File: src/rtl/prk_pkg.sv
// Package for the permutation rank/unrank unit.
// Holds field widths, the factorial table and the pipeline stage record.
// No dependencies.
package prk_pkg;

    localparam int NIB_W   = 4;
    localparam int NUM_POS = 15;
    localparam int PERM_W  = NUM_POS * NIB_W;
    localparam int RANK_W  = 41;
    localparam int SIZE_W  = 4;

    localparam int                MAX_ENTRIES_DEF = 15;
    localparam logic [SIZE_W-1:0] PERM_SIZE_RST   = 4'd12;

    localparam logic ACT_RANK   = 1'b0;
    localparam logic ACT_UNRANK = 1'b1;

    // k! for k = 0 .. 15, all below 2**41
    localparam logic [RANK_W-1:0] FACT [16] = '{
        41'd1, 41'd1, 41'd2, 41'd6, 41'd24, 41'd120, 41'd720, 41'd5040,
        41'd40320, 41'd362880, 41'd3628800, 41'd39916800, 41'd479001600,
        41'd6227020800, 41'd87178291200, 41'd1307674368000
    };

    typedef struct packed {
        logic                valid;
        logic                action;
        logic                err;
        logic [SIZE_W-1:0]   n;
        logic [RANK_W-1:0]   acc;
        logic [PERM_W-1:0]   perm;
        logic [NUM_POS-1:0]  used;
    } t_stage;

endpackage

File: src/rtl/prk_cell.sv
// One cell of the rank/unrank chain: handles the position whose weight is J!.
// Depends on prk_pkg.
module prk_cell
    import prk_pkg::*;
#(
    parameter int J = 0
) (
    input  logic   i_clk,
    input  logic   i_rst_n,
    input  t_stage i_stage,
    output t_stage o_stage
);

    localparam logic [RANK_W-1:0] F = FACT[J];

    t_stage              r_stage;
    t_stage              n_stage;
    logic                active;
    logic [SIZE_W-1:0]   pos;
    logic [NIB_W-1:0]    r;
    logic [NUM_POS-1:0]  lt;
    logic [NIB_W-1:0]    m;
    logic [NIB_W:0]      diff;
    logic [NIB_W:0]      diff_neg;
    logic [NIB_W-1:0]    mag;
    logic [RANK_W-1:0]   prod;
    logic [RANK_W-1:0]   term;
    logic [NUM_POS-1:0]  ge;
    logic [NIB_W-1:0]    digit;
    logic [RANK_W-1:0]   sub;
    logic [NUM_POS-1:0]  free;
    logic [NUM_POS-1:0]  hit;
    logic [NIB_W-1:0]    pick;

    assign active = (i_stage.n > SIZE_W'(J));
    assign pos    = i_stage.n - SIZE_W'(J + 1);
    assign free   = ~i_stage.used;

    // rank side: entry at pos, smaller entries to its left, weighted by J!
    always_comb begin
        r = '0;
        for (int k = 0; k < NUM_POS; k++) begin
            if (SIZE_W'(k) == pos) begin
                r = i_stage.perm[k*NIB_W +: NIB_W];
            end
        end
        for (int k = 0; k < NUM_POS; k++) begin
            lt[k] = (SIZE_W'(k) < pos) && (i_stage.perm[k*NIB_W +: NIB_W] < r);
        end
        m        = NIB_W'($countones(lt));
        diff     = {1'b0, r} - {1'b0, m};
        diff_neg = -diff;
        mag      = diff[NIB_W] ? diff_neg[NIB_W-1:0] : diff[NIB_W-1:0];
        prod     = F * RANK_W'(mag);
        term     = diff[NIB_W] ? -prod : prod;
    end

    // unrank side: factorial digit by compare against constant multiples
    always_comb begin
        ge = '0;
        for (int k = 1; k < NUM_POS; k++) begin
            if (k <= J) begin
                ge[k] = (i_stage.acc >= F * RANK_W'(k));
            end
        end
        digit = NIB_W'($countones(ge));
        sub   = F * RANK_W'(digit);
        for (int v = 0; v < NUM_POS; v++) begin
            hit[v] = free[v] && (NIB_W'($countones(free & ((NUM_POS'(1) << v) - NUM_POS'(1))))
                     == digit);
        end
        // lowest hit wins; no hit picks zero
        pick = '0;
        for (int v = NUM_POS - 1; v >= 0; v--) begin
            if (hit[v]) begin
                pick = NIB_W'(v);
            end
        end
    end

    always_comb begin
        n_stage = i_stage;
        if (active) begin
            if (i_stage.action == ACT_UNRANK) begin
                n_stage.acc = i_stage.acc - sub;
                for (int k = 0; k < NUM_POS; k++) begin
                    if (SIZE_W'(k) == pos) begin
                        n_stage.perm[k*NIB_W +: NIB_W] = pick;
                    end
                end
                n_stage.used[pick] = 1'b1;
            end else if (J > 0) begin
                n_stage.acc = i_stage.acc + term;
            end
        end
    end

    always_ff @(posedge i_clk) begin
        if (!i_rst_n) begin
            r_stage <= '0;
        end else begin
            r_stage <= n_stage;
        end
    end

    assign o_stage = r_stage;

endmodule

File: config.mk
export PLATFORM = sky130hd
export DESIGN_NAME = prk_cell
export DESIGN_NICKNAME = d
export VERILOG_FILES = /design/src/rtl/prk_pkg.sv /design/src/rtl/prk_cell.sv
export SDC_FILE = /design/constraint.sdc
export NUM_CORES = 1
export LEC_CHECK = 0
export BUFFER_PORTS_ARGS = -buffer_cell sky130_fd_sc_hd__buf_2
export CAP_MARGIN = 10
export CORE_MARGIN = 5
export CORE_UTILIZATION = 52
export DETAILED_ROUTE_END_ITERATION = 10
export PLACE_DENSITY = 0.86
export SKIP_CTS_REPAIR_TIMING = 1
export SLEW_MARGIN = 40
export SYNTH_ARGS = -nofsm -noshare
export SYNTH_HDL_FRONTEND = slang
export SYNTH_SLANG_ARGS = --single-unit
export TNS_END_PERCENT = 5
File: constraint.sdc
create_clock -name i_clk -period 14.8 [get_ports i_clk]
set_input_delay 0.74 -clock i_clk [delete_from_list [all_inputs] [get_ports i_clk]]
set_output_delay 0.74 -clock i_clk [all_outputs]
set_load 0.05 [all_outputs]
==> results.tsv <==
stage	metric	value	unit
layout	final_cells	985	
clock_tree	cts_buffers	17	
clock_tree	h-tree-depth	4	
synthesis	synth_top_cell_area_share	0.4220	
synthesis	ys_seq_elements	123	
global_route	grt_max_degree	64	
synthesis	syn_nets	760	
global_route	grt_util_all_layers	0.2638	
route	ant_nets	0	
route	vias_per_cell	5.423	
clock_tree	clk_pin_slew	60	ps
die	num_rows	38	
pwr	switching_share	0.3433	
pwr	combPwrFrac	0.326	
synthesis	syn-instance-count	594	
setup_path	crit_path_end_kind	register	
placement	port_buffers	247	
placement	gp_congestion	0.8878	
placement	placed_cells	951	
pwr	p_clk_frac	0.370	
synthesis	yosysWarnings	0	
route	wl_per_cell	18.36	um
global_route	grt_pass1_vias	5222	
die	fp.dieW	115.9	um
route	routed_wl	18.09	mm
sta	finalCritPeriodShare	0.3885	
die	ios	248	
synthesis	async_flop_share	0	
die	design.core.area	10940	um2
synthesis	synth-edff-count	0	
sta	worst_pin_slew	802.1	ps
synthesis	synth_top_cell_by_area	dfxtp_1	
sta	fin_crit	5750	ps
synthesis	synth_area_leaders	dfxtp_1 (42%), ha_1 (6.2%), and2_1 (5.1%)	
sta	max_freq	173.9	MHz
job	drv_cap	0	
clock_tree	cts_tree	yes	
outcome	status	finished clean	
layout	largest_reg_flops	123	
pwr	share_seq_of_total_power	0.305	
route	drcViolationCount	0	
setup_path	cp-start-kind	input pin	
pwr	powerDensity	151.0	nW/um2
clock_tree	clock_sinks	123	
clock_tree	clockBufferDepth	2	
die	die_area	13440	um2
synthesis	avgSynthCellArea	9.824	um2
die	initial_utilization	0.5336	
layout	fin_nets	997	
route	first_pass_iters	5	
sta	rsz0062_at_grt	no	
sta	setup_viol	0	
setup_path	critPathMaxFanout	16	
setup_path	cp.arrival	6100	ps
pwr	cellInternalPower	0.7683	mW
route	drtIter0Drc	453	
clock_tree	root_buffer	clkbuf_16	
layout	drive_gt1_frac	0.4005	
pwr	worst_ir_drop_vdd	109.0	uV
sta	tns	0	ps
die	chipHeight	115.9	um
route	num_vias	5342	
pwr	p_leak	3.792	nW
layout	fillCellCount	837	
sta	final-max-slew-violation-count	0	
pwr	p_sw	0.4016	mW
sta	hold_violations	0	
layout	syn_to_final_growth	32.80	%
global_route	antenna_found_initial	1	
layout	finish.utilization	0.7087	
setup_path	crit_required	15150	ps
sta	relSlewSlack	0.4603	
global_route	grt_pass1_wl	27.30	mm
synthesis	synth-seq-area-share	0.4220	
synthesis	syn-cell-area	5836	um2
synthesis	synthFlopType	dfxtp_1	
placement	dpl.hpwl	13.48	mm
synthesis	synthDistinctLibCells	69	
min_path	min_path_type	in -> reg	
setup_path	path_class	in -> reg	
global_route	grt-ovfl-total	0	
## layout by cell type (no fill, tap or decap), types with 4 or more instances in the layout
cell and n:
bufinv_16 4, nand2_1 19, nand2_2 18, buf_2 246, o21ai_1 6, nor3_1 12
o21ai_0 42, buf_4 4, a32o_1 7, o21a_1 5, a21oi_2 19, nor2b_1 6
fa_1 12, inv_1 30, dfxtp_1 123, a21oi_1 24, nand2b_1 8, o21bai_1 5
a22o_1 4, and2_1 48, clkbuf_16 17, ha_1 29, or3_1 4, nor2_1 48
mux2i_1 24, clkinv_2 5
## critical path, cell delays in order
cell and delay, ps:
buf_2 150, inv_1 90, ha_1 340, fa_1 420, ha_1 370, ha_1 430
xnor2_4 310, xor2_1 290, ha_1 280, ha_1 210, fa_1 420, or4_1 480
nor2_1 230, o21ai_2 110, a211oi_4 620, buf_4 360, mux2i_1 110, nor2_1 110
## layer usage
metal,GRT usage,share of wire
met5,0,0
met2,0.4453,0.49
met1,0.3090,0.39
met3,0.07990,0.089
met4,0.1183,0.037
## power groups by stage
| stage | clock network, mW | registers (mW) | logic (mW) |
|---|---|---|---|
| floorplan | 0 | 0.434 | 0.219 |
| global placement | 0 | 0.363 | 0.369 |
| detailed placement | 0 | 0.363 | 0.375 |
| CTS | 0.436 | 0.356 | 0.378 |
| global route | 0.454 | 0.358 | 0.414 |
| finish | 0.432 | 0.356 | 0.381 |
## path summary, 6_finish.rpt
kind   startpoint                     end  slack [ps]  cells past startpoint
max    i_stage[0]  o_stage[44]$_SDFF_PN0_        9050                     18
min   i_stage[77]  o_stage[77]$_SDFF_PN0_         530                      2
## kinds of logic after synthesis
family | count (synthesis) | synth area share
xor+xnor | 8 | 0.02251
mux | 24 | 0.04117
buf+inv | 63 | 0.04610
compound gates | 146 | 0.1861
flops | 123 | 0.4220
fa+ha+maj | 41 | 0.1033
simple gates | 189 | 0.1788
## final cells by class
class                      instances  area, um2  area share
multi-input combinational        408       3117      0.4022
sequential                       123       2462      0.3177
timing repair buffer             250       1261      0.1627
clock buffer                      20      446.7     0.05764
tap                              140      175.2     0.02260
clock inverter                    12      168.9     0.02180
inverter                          31      116.4     0.01501
antenna                            1      2.502   0.0003229
## stage by stage
stage | worst slack (ps) | instance area [um2] | hold WS (ps) | power (mW)
floorplan | 9600 | 5836 | 860.7 | 0.6525
global placement | 8755 | 7109 | 944.4 | 0.7316
detailed placement | 8615 | 7112 | 949.2 | 0.7382
CTS | 9036 | 7727 | 516.5 | 1.170
global route | 8721 | 7750 | 523.0 | 1.226
finish | 9050 | 7750 | 532.9 | 1.170
## synthesized netlist by cell type, types with 18 or more instances
library cell and n:
a21oi_1 24, a21oi_2 19, and2_1 48, clkbuf_1 25, dfxtp_1 123, ha_1 29
inv_1 30, mux2i_1 24, nand2_1 19, nand2_2 18, nor2_1 48, o21ai_0 42
(Power assumes the default switching activity.)
